## src/rtl/ppl_pkg.sv

```systemverilog
// Package for the port position line parser: character codes, result codes and
// the default line length and configuration register indexes. No dependencies.
package ppl_pkg;

	localparam int unsigned MAX_LINE_DEF = 256;

	localparam logic [7:0] CHAR_NL    = 8'd10;
	localparam logic [7:0] CHAR_SPACE = 8'd32;
	localparam logic [7:0] CHAR_TAB   = 8'd9;
	localparam logic [7:0] CHAR_CR    = 8'd13;
	localparam logic [7:0] CHAR_PLUS  = 8'h2B;
	localparam logic [7:0] CHAR_MINUS = 8'h2D;
	localparam logic [7:0] CHAR_ZERO  = 8'h30;
	localparam logic [7:0] CHAR_NINE  = 8'h39;
	localparam logic [7:0] CHAR_P     = 8'h50;
	localparam logic [7:0] CHAR_C     = 8'h43;

	// Configuration register indexes.
	localparam logic REG_LEFT_PORT  = 1'b0;
	localparam logic REG_RIGHT_PORT = 1'b1;

	typedef enum logic [2:0] {
		OUT_MALFORMED = 3'd0,
		OUT_LEFT      = 3'd1,
		OUT_RIGHT     = 3'd2,
		OUT_NO_PORT   = 3'd3,
		OUT_NO_DIGITS = 3'd4,
		OUT_OVERFLOW  = 3'd5,
		OUT_TOO_LONG  = 3'd6
	} ppl_outcome_t;

endpackage

```

## src/rtl/ppl_ifs.sv

```systemverilog
// Valid/ready channel interfaces for the received bytes and the line results.
// No dependencies.
interface ppl_rx_if;
	logic       valid;
	logic       ready;
	logic [7:0] rx_byte;

	modport source (output valid, output rx_byte, input ready);
	modport sink (input valid, input rx_byte, output ready);
endinterface

interface ppl_res_if;
	logic               valid;
	logic               ready;
	logic [2:0]         outcome;
	logic signed [31:0] left_offset;
	logic signed [31:0] right_offset;

	modport source (output valid, output outcome, output left_offset, output right_offset,
		input ready);
	modport sink (input valid, input outcome, input left_offset, input right_offset,
		output ready);
endinterface

```

## src/rtl/port_position_line_parser_unit.sv

```systemverilog
// Port position line parser: scans received bytes, checks each finished line
// and updates the left or right wheel offset. Uses ppl_pkg and ppl_ifs.
//
//  channel | dir | payload                                | transfer
//  rx      | in  | rx_byte                                | valid & ready
//  res     | out | outcome, left_offset, right_offset     | valid & ready
//  apb     | in  | left_port (addr 0), right_port (addr 4)| psel & penable & pwrite
//
// Each byte is captured in an input register and handled afterwards by the
// line state update; a newline loads the result register. One byte per cycle is
// sustained; the input stage stalls only when a newline meets a result that is
// still waiting. Reset clears the line state, the offsets and the ports (left 0,
// right 1).
module port_position_line_parser_unit #(
	parameter int unsigned MAX_LINE = ppl_pkg::MAX_LINE_DEF
) (
	input  logic        clk,
	input  logic        arst_n,
	ppl_rx_if.sink      rx,
	ppl_res_if.source   res,
	input  logic        psel,
	input  logic        penable,
	input  logic        pwrite,
	input  logic [2:0]  paddr,
	input  logic [31:0] pwdata,
	output logic [31:0] prdata,
	output logic        pready
);
	import ppl_pkg::*;

	localparam int unsigned PW = $clog2(MAX_LINE + 2);
	localparam int unsigned LW = $clog2(MAX_LINE);
	localparam logic [32:0] LIMIT_MAG = 33'h0_8000_0000;

	typedef enum logic [1:0] {
		NUM_WS,
		NUM_SIGN,
		NUM_DIGITS,
		NUM_STOP
	} num_phase_t;

	// Configuration.
	logic [1:0] left_port_q;
	logic [1:0] right_port_q;

	// Input stage.
	logic       valid_s1;
	logic [7:0] byte_s1;

	// Line state.
	logic [PW-1:0]  char_pos_q;
	logic [7:0]     prefix_q [4];
	logic [1:0]     space_phase_q;
	logic [LW-1:0]  last_space_q;
	num_phase_t     num_phase_q;
	logic           num_neg_q;
	logic [32:0]    num_mag_q;
	logic           num_ovf_q;
	logic           num_seen_q;
	logic [31:0]    left_q;
	logic [31:0]    right_q;

	// Result register.
	logic         res_valid_q;
	ppl_outcome_t res_outcome_q;
	logic [31:0]  res_left_q;
	logic [31:0]  res_right_q;

	logic is_nl;
	logic advance;
	logic res_free;

	assign is_nl    = (byte_s1 == CHAR_NL);
	assign res_free = !res_valid_q || res.ready;
	assign advance  = valid_s1 && (!is_nl || res_free);
	assign rx.ready = !valid_s1 || advance;

	assign res.valid        = res_valid_q;
	assign res.outcome      = res_outcome_q;
	assign res.left_offset  = res_left_q;
	assign res.right_offset = res_right_q;

	// APB register file.
	assign pready = 1'b1;
	always_comb begin
		case (paddr[2])
			REG_LEFT_PORT:  prdata = {30'd0, left_port_q};
			REG_RIGHT_PORT: prdata = {30'd0, right_port_q};
			default:        prdata = 32'd0;
		endcase
	end

	always_ff @(posedge clk or negedge arst_n) begin
		if (!arst_n) begin
			left_port_q  <= 2'd0;
			right_port_q <= 2'd1;
		end else if (psel && penable && pwrite && pready) begin
			case (paddr[2])
				REG_LEFT_PORT:  left_port_q <= pwdata[1:0];
				REG_RIGHT_PORT: right_port_q <= pwdata[1:0];
				default: ;
			endcase
		end
	end

	always_ff @(posedge clk or negedge arst_n) begin
		if (!arst_n) begin
			valid_s1 <= 1'b0;
		end else if (rx.ready) begin
			valid_s1 <= rx.valid;
		end
	end

	always_ff @(posedge clk) begin
		if (rx.ready && rx.valid) begin
			byte_s1 <= rx.rx_byte;
		end
	end

	// Per-byte decode.
	logic          is_ws;
	logic          is_digit;
	logic          too_long;
	logic          gap_ok;
	logic [3:0]    digit_val;
	logic [35:0]   mag_next;
	logic          left_match;
	logic          right_match;
	ppl_outcome_t  outcome_c;
	logic          upd_left;
	logic          upd_right;
	logic [31:0]   num_value;

	assign is_ws     = (byte_s1 == CHAR_SPACE) || (byte_s1 >= CHAR_TAB && byte_s1 <= CHAR_CR);
	assign is_digit  = (byte_s1 >= CHAR_ZERO) && (byte_s1 <= CHAR_NINE);
	assign too_long  = (char_pos_q >= PW'(MAX_LINE));
	assign gap_ok    = ({1'b0, char_pos_q} >= ({2'b00, last_space_q} + (PW + 1)'(2)));
	assign digit_val = 4'(byte_s1 - CHAR_ZERO);
	// Magnitude times ten as two shifted copies, plus the new digit.
	assign mag_next  = {num_mag_q, 3'b000} + {2'b00, num_mag_q, 1'b0} + 36'(digit_val);

	assign left_match  = (prefix_q[0] == CHAR_P) && (prefix_q[1] == {6'b001100, left_port_q})
		&& (prefix_q[2] == CHAR_C) && (prefix_q[3] == CHAR_ZERO);
	assign right_match = (prefix_q[0] == CHAR_P) && (prefix_q[1] == {6'b001100, right_port_q})
		&& (prefix_q[2] == CHAR_C) && (prefix_q[3] == CHAR_ZERO);
	assign num_value   = num_neg_q ? (32'd0 - num_mag_q[31:0]) : num_mag_q[31:0];

	always_comb begin
		upd_left  = 1'b0;
		upd_right = 1'b0;
		if (char_pos_q > PW'(MAX_LINE)) begin
			outcome_c = OUT_TOO_LONG;
		end else if (char_pos_q < PW'(5) || space_phase_q != 2'd3) begin
			outcome_c = OUT_MALFORMED;
		end else if (!left_match && !right_match) begin
			outcome_c = OUT_NO_PORT;
		end else if (!num_seen_q) begin
			outcome_c = OUT_NO_DIGITS;
		end else if (num_ovf_q || (!num_neg_q && num_mag_q >= LIMIT_MAG)) begin
			outcome_c = OUT_OVERFLOW;
		end else if (left_match) begin
			outcome_c = OUT_LEFT;
			upd_left  = 1'b1;
		end else begin
			outcome_c = OUT_RIGHT;
			upd_right = 1'b1;
		end
	end

	always_ff @(posedge clk or negedge arst_n) begin
		if (!arst_n) begin
			char_pos_q    <= '0;
			prefix_q      <= '{default: 8'd0};
			space_phase_q <= 2'd0;
			last_space_q  <= '0;
			num_phase_q   <= NUM_WS;
			num_neg_q     <= 1'b0;
			num_mag_q     <= '0;
			num_ovf_q     <= 1'b0;
			num_seen_q    <= 1'b0;
			left_q        <= '0;
			right_q       <= '0;
		end else if (advance) begin
			if (is_nl) begin
				if (upd_left) begin
					left_q <= num_value;
				end
				if (upd_right) begin
					right_q <= num_value;
				end
				char_pos_q    <= '0;
				prefix_q      <= '{default: 8'd0};
				space_phase_q <= 2'd0;
				last_space_q  <= '0;
				num_phase_q   <= NUM_WS;
				num_neg_q     <= 1'b0;
				num_mag_q     <= '0;
				num_ovf_q     <= 1'b0;
				num_seen_q    <= 1'b0;
			end else if (too_long) begin
				// Characters past the line limit are dropped; the count sticks.
				char_pos_q <= PW'(MAX_LINE + 1);
			end else begin
				char_pos_q <= char_pos_q + PW'(1);
				if (char_pos_q < PW'(4)) begin
					prefix_q[char_pos_q[1:0]] <= byte_s1;
				end
				case (space_phase_q)
					2'd0: begin
						if (byte_s1 == CHAR_SPACE) begin
							last_space_q  <= char_pos_q[LW-1:0];
							space_phase_q <= 2'd1;
						end
					end
					2'd1: begin
						if (byte_s1 == CHAR_SPACE && gap_ok) begin
							last_space_q  <= char_pos_q[LW-1:0];
							space_phase_q <= 2'd2;
						end
					end
					2'd2: begin
						if (byte_s1 == CHAR_SPACE && gap_ok) begin
							space_phase_q <= 2'd3;
						end else begin
							case (num_phase_q)
								NUM_WS, NUM_SIGN, NUM_DIGITS: begin
									if (is_digit) begin
										num_seen_q  <= 1'b1;
										num_phase_q <= NUM_DIGITS;
										if (!num_ovf_q) begin
											if (mag_next > 36'(LIMIT_MAG)) begin
												num_ovf_q <= 1'b1;
												num_mag_q <= LIMIT_MAG + 33'd1;
											end else begin
												num_mag_q <= mag_next[32:0];
											end
										end
									end else if (num_phase_q != NUM_WS) begin
										num_phase_q <= NUM_STOP;
									end else if (is_ws) begin
										num_phase_q <= NUM_WS;
									end else if (byte_s1 == CHAR_PLUS) begin
										num_phase_q <= NUM_SIGN;
									end else if (byte_s1 == CHAR_MINUS) begin
										num_neg_q   <= 1'b1;
										num_phase_q <= NUM_SIGN;
									end else begin
										num_phase_q <= NUM_STOP;
									end
								end
								default: ;
							endcase
						end
					end
					default: ;
				endcase
			end
		end
	end

	always_ff @(posedge clk or negedge arst_n) begin
		if (!arst_n) begin
			res_valid_q <= 1'b0;
		end else if (advance && is_nl) begin
			res_valid_q <= 1'b1;
		end else if (res.ready) begin
			res_valid_q <= 1'b0;
		end
	end

	always_ff @(posedge clk) begin
		if (advance && is_nl) begin
			res_outcome_q <= outcome_c;
			res_left_q    <= upd_left ? num_value : left_q;
			res_right_q   <= upd_right ? num_value : right_q;
		end
	end

	// A result appears only after a newline left the input stage.
	a_res_from_newline: assert property (@(posedge clk) disable iff (!arst_n)
		$rose(res_valid_q) |-> $past(advance && is_nl))
		else $error("result raised without a newline transfer");

	// The character count never passes the sticky too-long value.
	a_char_pos_bound: assert property (@(posedge clk) disable iff (!arst_n)
		char_pos_q <= PW'(MAX_LINE + 1))
		else $error("character count out of range");

	// The left offset changes only together with a left-update result.
	a_left_change: assert property (@(posedge clk) disable iff (!arst_n)
		!$stable(left_q) |-> (res_valid_q && res_outcome_q == OUT_LEFT && res_left_q == left_q))
		else $error("left offset changed without a left-update result");

	// A newline held in the input stage never leaves while a result is blocked.
	a_no_overrun: assert property (@(posedge clk) disable iff (!arst_n)
		(valid_s1 && is_nl && res_valid_q && !res.ready) |=> (valid_s1 && $stable(byte_s1)))
		else $error("newline lost while result stalled");

endmodule
```

## src/flat_wrapper.sv

```systemverilog
// flat-port wrapper written by rule: the top's interface ports become plain ports
module port_position_line_parser_unit_flat import ppl_pkg::*;
#(
	parameter int unsigned MAX_LINE = ppl_pkg::MAX_LINE_DEF
)
  (clk, arst_n, psel, penable, pwrite, paddr, pwdata, prdata, pready, rx_valid, rx_rx_byte, rx_ready, res_valid, res_outcome, res_left_offset, res_right_offset, res_ready);
  ppl_rx_if rx_i ();
  ppl_res_if res_i ();
  input  logic clk;
  input  logic arst_n;
  input  logic psel;
  input  logic penable;
  input  logic pwrite;
  input  logic [2:0] paddr;
  input  logic [31:0] pwdata;
  output logic [31:0] prdata;
  output logic pready;
  input wire logic [$bits(rx_i.valid)-1:0] rx_valid;
  input wire logic [$bits(rx_i.rx_byte)-1:0] rx_rx_byte;
  output wire logic [$bits(rx_i.ready)-1:0] rx_ready;
  output wire logic [$bits(res_i.valid)-1:0] res_valid;
  output wire logic [$bits(res_i.outcome)-1:0] res_outcome;
  output wire logic [$bits(res_i.left_offset)-1:0] res_left_offset;
  output wire logic [$bits(res_i.right_offset)-1:0] res_right_offset;
  input wire logic [$bits(res_i.ready)-1:0] res_ready;
  assign rx_i.valid = rx_valid;
  assign rx_i.rx_byte = rx_rx_byte;
  assign rx_ready = rx_i.ready;
  assign res_valid = res_i.valid;
  assign res_outcome = res_i.outcome;
  assign res_left_offset = res_i.left_offset;
  assign res_right_offset = res_i.right_offset;
  assign res_i.ready = res_ready;
  port_position_line_parser_unit #(.MAX_LINE(MAX_LINE)) u_core (.clk(clk), .arst_n(arst_n), .rx(rx_i), .res(res_i), .psel(psel), .penable(penable), .pwrite(pwrite), .paddr(paddr), .pwdata(pwdata), .prdata(prdata), .pready(pready));
endmodule
```

## config.mk

```make
export PLATFORM = sky130hd
export DESIGN_NAME = port_position_line_parser_unit_flat
export DESIGN_NICKNAME = d
export VERILOG_FILES = /design/src/rtl/ppl_pkg.sv /design/src/rtl/ppl_ifs.sv /design/src/rtl/port_position_line_parser_unit.sv /design/src/flat_wrapper.sv
export SDC_FILE = /design/constraint.sdc
export NUM_CORES = 1
export LEC_CHECK = 0
export ABC_CLOCK_PERIOD_IN_PS = 11100
export BUFFER_PORTS_ARGS = -buffer_cell sky130_fd_sc_hd__buf_2
export CAP_MARGIN = 20
export CORE_MARGIN = 5
export CORE_UTILIZATION = 35
export CTS_CLUSTER_DIAMETER = 150
export CTS_CLUSTER_SIZE = 10
export DETAILED_ROUTE_END_ITERATION = 8
export SLEW_MARGIN = 20
export SYNTH_ARGS = -nofsm -noshare
export SYNTH_HDL_FRONTEND = slang
export SYNTH_SLANG_ARGS = --single-unit
```

## constraint.sdc

```tcl
create_clock -name clk -period 11.1 [get_ports clk]
set_input_delay 2.22 -clock clk [delete_from_list [all_inputs] [get_ports clk]]
set_output_delay 2.22 -clock clk [all_outputs]
set_load 0.005 [all_outputs]
```

==> results of run 1 <==
## kinds of logic (layout without fill, tap and decap cells)
kind of cell             after synthesis  in the layout  synth area share
adder cells (fa/ha/maj)               87             87           0.08259
XOR/XNOR                              70             70           0.04588
AO/OA/AOI/OAI                        271            271            0.1319
AND/OR/NAND/NOR                      478            478            0.1630
multiplexers                          82             82           0.06976
other                                  2             31         0.0005621
flip-flops                           234            234            0.4664
buffers and inverters                110            165           0.03980
## cell type report
type | instances | area [um2]
fillers | 3740 | 22710
multi-input cells | 1019 | 6714
flip-flops and latches | 234 | 6233
clock buffers | 43 | 735.7
well taps | 511 | 639.4
repair buffers | 98 | 521.8
inverters | 22 | 82.58
clock inverters | 2 | 28.78
## path summary, 6_finish.rpt
check	from	to	slack (ps)	cells after the start
max in group asynchronous	arst_n	u_core.left_q[15]$_DFFE_PN0P_	7860	2
worst min-delay path	u_core.left_q[17]$_DFFE_PN0P_	u_core.left_q[17]$_DFFE_PN0P_	460	2
min in group asynchronous	arst_n	u_core.last_space_q[2]$_DFFE_PN0P_	1720	1
worst max-delay path	res_ready	rx_ready	5830	5
worst min register to register	u_core.left_q[17]$_DFFE_PN0P_	u_core.left_q[17]$_DFFE_PN0P_	460	2
worst max register to register	u_core.byte_s1[2]$_DFFE_PP_	u_core.num_mag_q[19]$_DFFE_PN0P_	6070	12
## flip-flops by register name, summed over array words and instances (netlist names), 8 cells and up
register,cells
u_core.num_mag_q,33
u_core.left_q,32
u_core.prefix_q,32
u_core.res.left_offset,32
u_core.res.right_offset,32
u_core.right_q,32
u_core.char_pos_q,9
u_core.byte_s1,8
u_core.last_space_q,8
## worst max-delay path: stages
cell	delay, ps
buf_2	90
nand2b_1	320
nor2_1	250
inv_1	50
buf_2	120
## placed cells by master, fill, tap and decap left out, types with 9 or more instances in the layout
| cell type | count |
|---|---|
| mux2_2 | 73 |
| xnor2_1 | 48 |
| edfxtp_1 | 75 |
| conb_1 | 31 |
| ha_1 | 85 |
| inv_1 | 21 |
| a22o_1 | 10 |
| o31ai_1 | 13 |
| nand3_1 | 52 |
| a21oi_1 | 51 |
| a21o_1 | 14 |
| nand4_1 | 9 |
| a32o_1 | 21 |
| o21a_1 | 11 |
| nand2b_1 | 12 |
| clkbuf_16 | 27 |
| dfrtp_1 | 157 |
| xor2_1 | 22 |
| o21ai_0 | 99 |
| buf_4 | 10 |
| or3_1 | 13 |
| and2_1 | 10 |
| nor2_1 | 65 |
| nor4_1 | 11 |
| buf_2 | 87 |
| nand2_1 | 259 |
| clkbuf_1 | 16 |
## power by group through the flow
stage | clock [mW] | sequential [mW] | combinational (mW)
3_3_place_gp | 0 | 0.978 | 0.131
5_1_grt | 0.856 | 0.968 | 0.153
3_5_place_dp | 0 | 0.979 | 0.135
6_report | 0.797 | 0.963 | 0.134
2_1_floorplan | 0 | 0.963 | 0.106
4_1_cts | 0.820 | 0.963 | 0.136
## layer usage
layer | wire, um | vias to the layer above | track usage
met5 | 0 | - | 0
met2 | 14560 | 221 | 0.2380
li1 | - | 4872 | -
met1 | 14700 | 4730 | 0.2064
met3 | 1577 | 34 | 0.02632
met4 | 427 | 0 | 0.02249
## stage by stage
stage / power, mW / setup slack [ps] / instances / utilization / area, um2
6_report: 1.894 / 5828 / 1929 / 0.3971 / 14960
5_1_grt: 1.977 / 5712 / 1929 / 0.3971 / 14960
4_1_cts: 1.920 / 5678 / 1929 / 0.3970 / 14950
3_5_place_dp: 1.114 / 5691 / 1884 / 0.3767 / 14190
3_3_place_gp: 1.109 / 5745 / 1884 / 0.3767 / 14190
2_1_floorplan: 1.069 / 6258 / 1363 / - / 13470
==> impl_metrics.env, run 1 <==
export IMPL_detailed_place_hpwl_um=22540
export IMPL_cts_hold_buffers=0
export IMPL_crit_fanout=6
export IMPL_grt_antenna_before_repair=0
export IMPL_antenna_left=0
export IMPL_die_area_um2=42180
export IMPL_yosys_top_cells_count="nand2_1, dfrtp_1, o21ai_0"
export IMPL_combPwrFrac=0.071
export IMPL_clkSinkCount=234
export IMPL_power_internal_mw=1.432
export IMPL_status="complete, no violations"
export IMPL_layout_min_cycle_time_ps=5272
export IMPL_die_h_um=205.4
export IMPL_synth_seq_cells=234
export IMPL_cts_max_level=1
export IMPL_yosysWarnings=0
export IMPL_setup_violations=0
export IMPL_skew_ps=13.53
export IMPL_grt_pass1_wl_um=50410
export IMPL_routed_wl_um=31270
export IMPL_hold_violations=0
export IMPL_path_class="input port to output pin"
export IMPL_worstSetupStartpointType="input port"
export IMPL_syn_inst=1334
export IMPL_synth_largest_area_cell="dfrtp_1"
export IMPL_area_growth_pct=11.93
export IMPL_synth_async_reset_ratio=0.6795
export IMPL_start_util=0.3547
export IMPL_end_kind="output pin"
export IMPL_fin_hold_ws_ps=458.1
export IMPL_worstPathArrival_ps=3050
export IMPL_drt_iter0_markers=523
export IMPL_synth_cell_types=68
export IMPL_power_switching_mw=0.4614
export IMPL_layout_nets=1539
export IMPL_post_route_period_util=0.4750
export IMPL_yosysSeqAreaShare=0.4664
export IMPL_die_x_um=205.4
export IMPL_rows=71
export IMPL_powerDensity_nw_per_um2=126.6
export IMPL_yosysMostFrequentCell="nand2_1"
export IMPL_grt_pass1_vias=9405
export IMPL_route_vias_total=9857
export IMPL_place_congestion=0.8999
export IMPL_grt_use_total=0.1454
export IMPL_maxCapViolCount=0
export IMPL_ir_drop_uv=128.0
export IMPL_worstMarginPinSlew_ps=1012
export IMPL_cts_inserted_buffers=27
export IMPL_netlist_area_leader_share=0.2959
export IMPL_sw_frac_of_total=0.2436
export IMPL_ys_top_cells_by_area="dfrtp_1, edfxtp_1, ha_1"
export IMPL_relSlewSlack=0.3237
export IMPL_cp_required_ps=8880
export IMPL_hold_path_class="flip-flop to flip-flop"
export IMPL_core_area_um2=37670
export IMPL_grt_max_degree=87
export IMPL_drive_gt1_frac=0.1566
export IMPL_cts_resized=0
export IMPL_drc=0
export IMPL_post_cts_buffers=0
export IMPL_pwr_share_seq=0.509
export IMPL_synth_edf_count=75
export IMPL_clockBufferDepth=3
export IMPL_overflow=0
export IMPL_synth_flop_cell="dfrtp_1"
export IMPL_path_clk_slew_ps=50
export IMPL_p_leak_nw=7.241
export IMPL_grt_setup_unrepaired="no"
export IMPL_clkPwrFrac=0.421
export IMPL_tritoncts="done"
export IMPL_cts_root_buf="clkbuf_16"
export IMPL_clk_latency_ps=550
export IMPL_netlist_area_um2=13360
export IMPL_viasPerCell=5.110
export IMPL_synth_avg_cell_area_um2=10.02
export IMPL_numPortBuffers=88
export IMPL_drv_slew=0
export IMPL_clock_fmax_ghz=0.1897
export IMPL_antennaDiodeCount=0
export IMPL_dr_pass1_iters=5
export IMPL_fin_tns_setup_ps=0
export IMPL_wl_per_cell_um=16.21
export IMPL_io_pins=152
No activity file was read; power rests on OpenSTA's default activity.
==> run 2: changes to the inputs <==
ABC_CLOCK_PERIOD_IN_PS = 4900   (was 11100)
clock period = 4.9 ns   (was 11.1 ns; I/O delays follow)
==> impl_metrics.env, run 2 (synthesized netlist as in run 1, its figures left out) <==
export IMPL_top_usage_layer="met2"
export IMPL_viasPerCell=5.105
export IMPL_grt_pass1_wl_um=51370
export IMPL_use_met2=0.2387
export IMPL_regMostFlops="u_core.num_mag_q"
export IMPL_hp_start="u_core.left_q[5]$_DFFE_PN0P_"
export IMPL_maxCapViolCount=0
export IMPL_tritoncts="done"
export IMPL_drc=0
export IMPL_post_cts_buffers=0
export IMPL_groute_layer_met1_usage=0.2109
export IMPL_wl_per_cell_um=16.30
export IMPL_layout_min_cycle_time_ps=4499
export IMPL_area_growth_pct=12.71
export IMPL_dr_pass1_iters=5
export IMPL_route_vias_total=9914
export IMPL_detailed_place_hpwl_um=23220
export IMPL_drt_iter0_markers=631
export IMPL_post_route_period_util=0.9181
export IMPL_place_congestion=0.8693
export IMPL_cts_hold_buffers=0
export IMPL_worstMarginPinSlew_ps=905.7
export IMPL_clockBufferDepth=3
export IMPL_ir_drop_uv=306.5
export IMPL_r2r_start="u_core.num_mag_q[0]$_DFFE_PN0P_"
export IMPL_fin_tns_setup_ps=0
export IMPL_grt_use_total=0.1480
export IMPL_layout_nets=1551
export IMPL_layout_commonest_cell="nand2_1"
export IMPL_stdcell_count=1942
export IMPL_post_route_cell_area_um2=15060
export IMPL_cts_max_level=1
export IMPL_path_class="flip-flop to flip-flop"
export IMPL_setup_violations=0
export IMPL_dp_cells=1896
export IMPL_grt_max_degree=83
export IMPL_die_h_um=205.4
export IMPL_antennaDiodeCount=0
export IMPL_start_util=0.3547
export IMPL_rows=71
export IMPL_grt_antenna_before_repair=0
export IMPL_grt_setup_unrepaired="no"
export IMPL_numPortBuffers=88
export IMPL_antenna_left=0
export IMPL_status="complete, no violations"
export IMPL_overflow=0
export IMPL_die_x_um=205.4
export IMPL_io_pins=152
export IMPL_cp_required_ps=5380
export IMPL_path_clk_slew_ps=60
export IMPL_grt_pass1_vias=9670
export IMPL_cts_resized=0
export IMPL_startpoint="u_core.num_mag_q[0]$_DFFE_PN0P_"
export IMPL_placed_area_um2=14290
export IMPL_worstSetupStartpointType="flip-flop"
export IMPL_cts_inserted_buffers=27
export IMPL_final_cell_mix="nand2_1, dfrtp_1, o21ai_0"
export IMPL_hold_path_class="flip-flop to flip-flop"
export IMPL_groute_layer_met3_usage=0.02600
export IMPL_clock_fmax_ghz=0.2223
export IMPL_routed_wl_um=31660
export IMPL_p_leak_nw=7.314
export IMPL_largest_reg_flops=33
export IMPL_cts_root_buf="clkbuf_16"
export IMPL_drv_slew=0
export IMPL_drive_gt1_frac=0.1621
export IMPL_relSlewSlack=0.3962
export IMPL_clk_latency_ps=560
export IMPL_crit_fanout=18
export IMPL_skew_ps=17.93
export IMPL_worstPathArrival_ps=4980
export IMPL_powerDensity_nw_per_um2=285.7
export IMPL_end_kind="flip-flop"
export IMPL_hold_violations=0
export IMPL_core_area_um2=37670
export IMPL_clkSinkCount=234
export IMPL_die_area_um2=42180
[run 2: changes by cell type in the layout (fill, tap and decap cells not counted)]
cell and delta:
buf_12 +1, dfrtp_1 +1, clkbuf_1 +1, buf_4 +11, o21a_2 -1, o21a_1 +1
dfrtp_2 -1
[run 2: stage by stage]
step	utilization	setup WS, ps	hold slack [ps]	power [mW]
3_5_place_dp	0.3794	456.0	449.8	2.531
3_3_place_gp	0.3794	492.6	442.6	2.521
6_report	0.3998	401.5	459.2	4.302
4_1_cts	0.3998	435.6	462.8	4.360
5_1_grt	0.3998	200.7	479.6	4.503
2_1_floorplan	-	1081	433.1	2.422
[run 2: final cells by class]
cell class | instances | area [um2]
Fill cell | 3705 | 22610
Tap cell | 511 | 639.4
Inverter | 22 | 82.58
Multi-Input combinational cell | 1019 | 6713
Clock buffer | 44 | 739.5
Timing Repair Buffer | 110 | 624.3
Sequential cell | 234 | 6232
Clock inverter | 2 | 28.78
[run 2: metal layers]
| layer | share of wire | wire length, um |
|---|---|---|
| met4 | 0.020 | 637 |
| met1 | 0.47 | 14790 |
| met3 | 0.057 | 1808 |
| met2 | 0.46 | 14430 |
| met5 | 0 | 0 |
[run 2: critical path, stage by stage (launching register included)]
cell and delay, ps:
dfrtp_1 410, fa_1 580, inv_1 70, fa_1 560, or4b_2 600, a2111oi_0 540
nor4bb_1 480, nand4_1 190, nor4_1 230, and3_1 200, o21a_1 130, buf_4 230
a32o_1 200
[run 2: worst paths after layout]
check | to | slack, ps | depth (start not counted)
worst max register to register | u_core.num_mag_q[20]$_DFFE_PN0P_ | 400 | 12
min in group asynchronous | u_core.char_pos_q[4]$_DFFE_PN0P_ | 480 | 1
worst min register to register | u_core.left_q[5]$_DFFE_PN0P_ | 460 | 2
worst max-delay path | u_core.num_mag_q[20]$_DFFE_PN0P_ | 400 | 12
worst min-delay path | u_core.left_q[5]$_DFFE_PN0P_ | 460 | 2
max in group asynchronous | u_core.right_q[19]$_DFFE_PN0P_ | 3490 | 2
[run 2: power by group]
group / internal (mW) / leakage [nW] / switching [mW]
Combinational: 0.128 / 3.93 / 0.188
Clock: 1.03 / 0.367 / 0.783
Sequential: 2.10 / 3.02 / 0.0773
==> run 3: changes to the inputs <==
ABC_CLOCK_PERIOD_IN_PS = 4800   (was 4900)
CORE_MARGIN = 2   (was 5)
clock period = 4.8 ns   (was 4.9 ns; I/O delays follow)
==> impl_metrics.env, run 3 (synthesized netlist as in run 1, its figures left out) <==
export IMPL_status="complete, no violations"
export IMPL_drc=0
export IMPL_regMostFlops="u_core.num_mag_q"
export IMPL_end_kind="flip-flop"
export IMPL_p_leak_nw=7.308
export IMPL_placed_area_um2=14290
export IMPL_multiInputGateArea_um2=6713
export IMPL_place_congestion=0.8951
export IMPL_viasPerCell=5.086
export IMPL_largest_reg_flops=33
export IMPL_cts_hold_buffers=0
export IMPL_powerDensity_nw_per_um2=291.5
export IMPL_pwr_share_seq=0.506
export IMPL_detailed_place_hpwl_um=22820
export IMPL_area_growth_pct=12.70
export IMPL_path_class="flip-flop to flip-flop"
export IMPL_cts_max_level=1
export IMPL_rows=71
export IMPL_grt_antenna_before_repair=0
export IMPL_clk_latency_ps=560
export IMPL_r2r_cells=12
export IMPL_worstMarginPinSlew_ps=1032
export IMPL_die_area_um2=39750
export IMPL_cp_required_ps=5280
export IMPL_cts_resized=0
export IMPL_dr_pass1_iters=5
export IMPL_worstSetupStartpointType="flip-flop"
export IMPL_slowest_delay_ps=590
export IMPL_layout_min_cycle_time_ps=4425
export IMPL_seqCellArea_um2=6232
export IMPL_combPwrFrac=0.074
export IMPL_worstPathArrival_ps=4910
export IMPL_grt_max_degree=77
export IMPL_grt_pass1_wl_um=50680
export IMPL_clockBufferDepth=3
export IMPL_hold_violations=0
export IMPL_cpMostUsedCell="fa_1"
export IMPL_crit_fanout=18
export IMPL_routed_wl_um=31140
export IMPL_antenna_left=0
export IMPL_dp_slack_ps=347.8
export IMPL_cts_root_buf="clkbuf_16"
export IMPL_layout_commonest_cell="nand2_1"
export IMPL_die_h_um=199.4
export IMPL_fin_tns_setup_ps=0
export IMPL_power_switching_mw=1.067
export IMPL_cts_inserted_buffers=27
export IMPL_final_cell_mix="nand2_1, dfrtp_1, o21ai_0"
export IMPL_total_power_mw=4.390
export IMPL_layout_nets=1552
export IMPL_hold_path_class="input port to asynchronous set/reset pin"
export IMPL_dp_cells=1897
export IMPL_skew_ps=15.40
export IMPL_grt_setup_unrepaired="no"
export IMPL_setup_ws_ps=374.7
export IMPL_drv_slew=0
export IMPL_ir_drop_uv=264.0
export IMPL_stdcell_count=1944
export IMPL_clkSinkCount=234
export IMPL_post_cts_buffers=0
export IMPL_post_route_cell_area_um2=15060
export IMPL_crit_slowest_cell="or4b_2"
export IMPL_antennaDiodeCount=0
export IMPL_post_route_period_util=0.9219
export IMPL_power_internal_mw=3.323
export IMPL_clkPwrFrac=0.420
export IMPL_fin_hold_ws_ps=424.7
export IMPL_maxCapViolCount=0
export IMPL_path_depth=12
export IMPL_fillers=3764
export IMPL_core_area_um2=37670
export IMPL_route_vias_total=9888
export IMPL_wl_per_cell_um=16.02
export IMPL_grt_use_total=0.1582
export IMPL_tritoncts="done"
export IMPL_sw_frac_of_total=0.2430
export IMPL_drive_gt1_frac=0.1626
export IMPL_die_x_um=199.4
export IMPL_final_core_util=0.3998
export IMPL_setup_violations=0
export IMPL_timing_critical_path_buf_inv=2
export IMPL_start_util=0.3547
export IMPL_clock_fmax_ghz=0.2260
export IMPL_relSlewSlack=0.3117
export IMPL_drt_iter0_markers=496
export IMPL_overflow=0
export IMPL_path_cells="fa_1, inv_1, fa_1, or4b_2, a2111oi_0, nor4bb_1, nand4_1, nor4_1, and3_1, o21a_1, buf_4, a32o_1"
export IMPL_io_pins=152
export IMPL_path_clk_slew_ps=60
export IMPL_numPortBuffers=88
export IMPL_cp_top_family="simple AND/OR/NAND/NOR gates"
export IMPL_grt_pass1_vias=9674
[run 3: changes by cell type in the layout (fill, tap and decap cells not counted)]
cell      previous run  this run
buf_12               1         0
buf_4               21        23
clkbuf_1            17        18
[run 3: routing by layer]
metal | GRT usage | share of wire | vias up
li1 | - | - | 4884
met1 | 0.2199 | 0.48 | 4786
met2 | 0.2651 | 0.46 | 180
met3 | 0.02295 | 0.036 | 38
met4 | 0.02798 | 0.018 | 0
met5 | 0 | 0 | -
[run 3: area by class of cell]
type / count / share of cell area
tap: 511 / 0.04246
clock buffer: 45 / 0.04936
sequential: 234 / 0.4139
timing repair buffer: 111 / 0.04113
inverter: 22 / 0.005484
multi-input combinational: 1019 / 0.4458
clock inverter: 2 / 0.001911
[run 3: power by group through the flow]
stage | Combinational [mW] | Sequential [mW] | Clock [mW]
detailed placement | 0.328 | 2.26 | 0
CTS | 0.330 | 2.22 | 1.89
global placement | 0.318 | 2.25 | 0
global route | 0.378 | 2.23 | 1.96
floorplan | 0.244 | 2.23 | 0
finish | 0.325 | 2.22 | 1.84
[run 3: path summary, 6_finish.rpt]
path                                               startpoint                          endpoint  slack [ps]
worst max register to register    u_core.byte_s1[3]$_DFFE_PP_  u_core.num_mag_q[23]$_DFFE_PN0P_         370
worst min register to register  u_core.right_q[7]$_DFFE_PN0P_     u_core.right_q[7]$_DFFE_PN0P_         460
max in group asynchronous                              arst_n    u_core.right_q[11]$_DFFE_PN0P_        3270
worst max-delay path              u_core.byte_s1[3]$_DFFE_PP_  u_core.num_mag_q[23]$_DFFE_PN0P_         370
min in group clk                u_core.right_q[7]$_DFFE_PN0P_     u_core.right_q[7]$_DFFE_PN0P_         460
worst min-delay path                                   arst_n  u_core.char_pos_q[4]$_DFFE_PN0P_         420
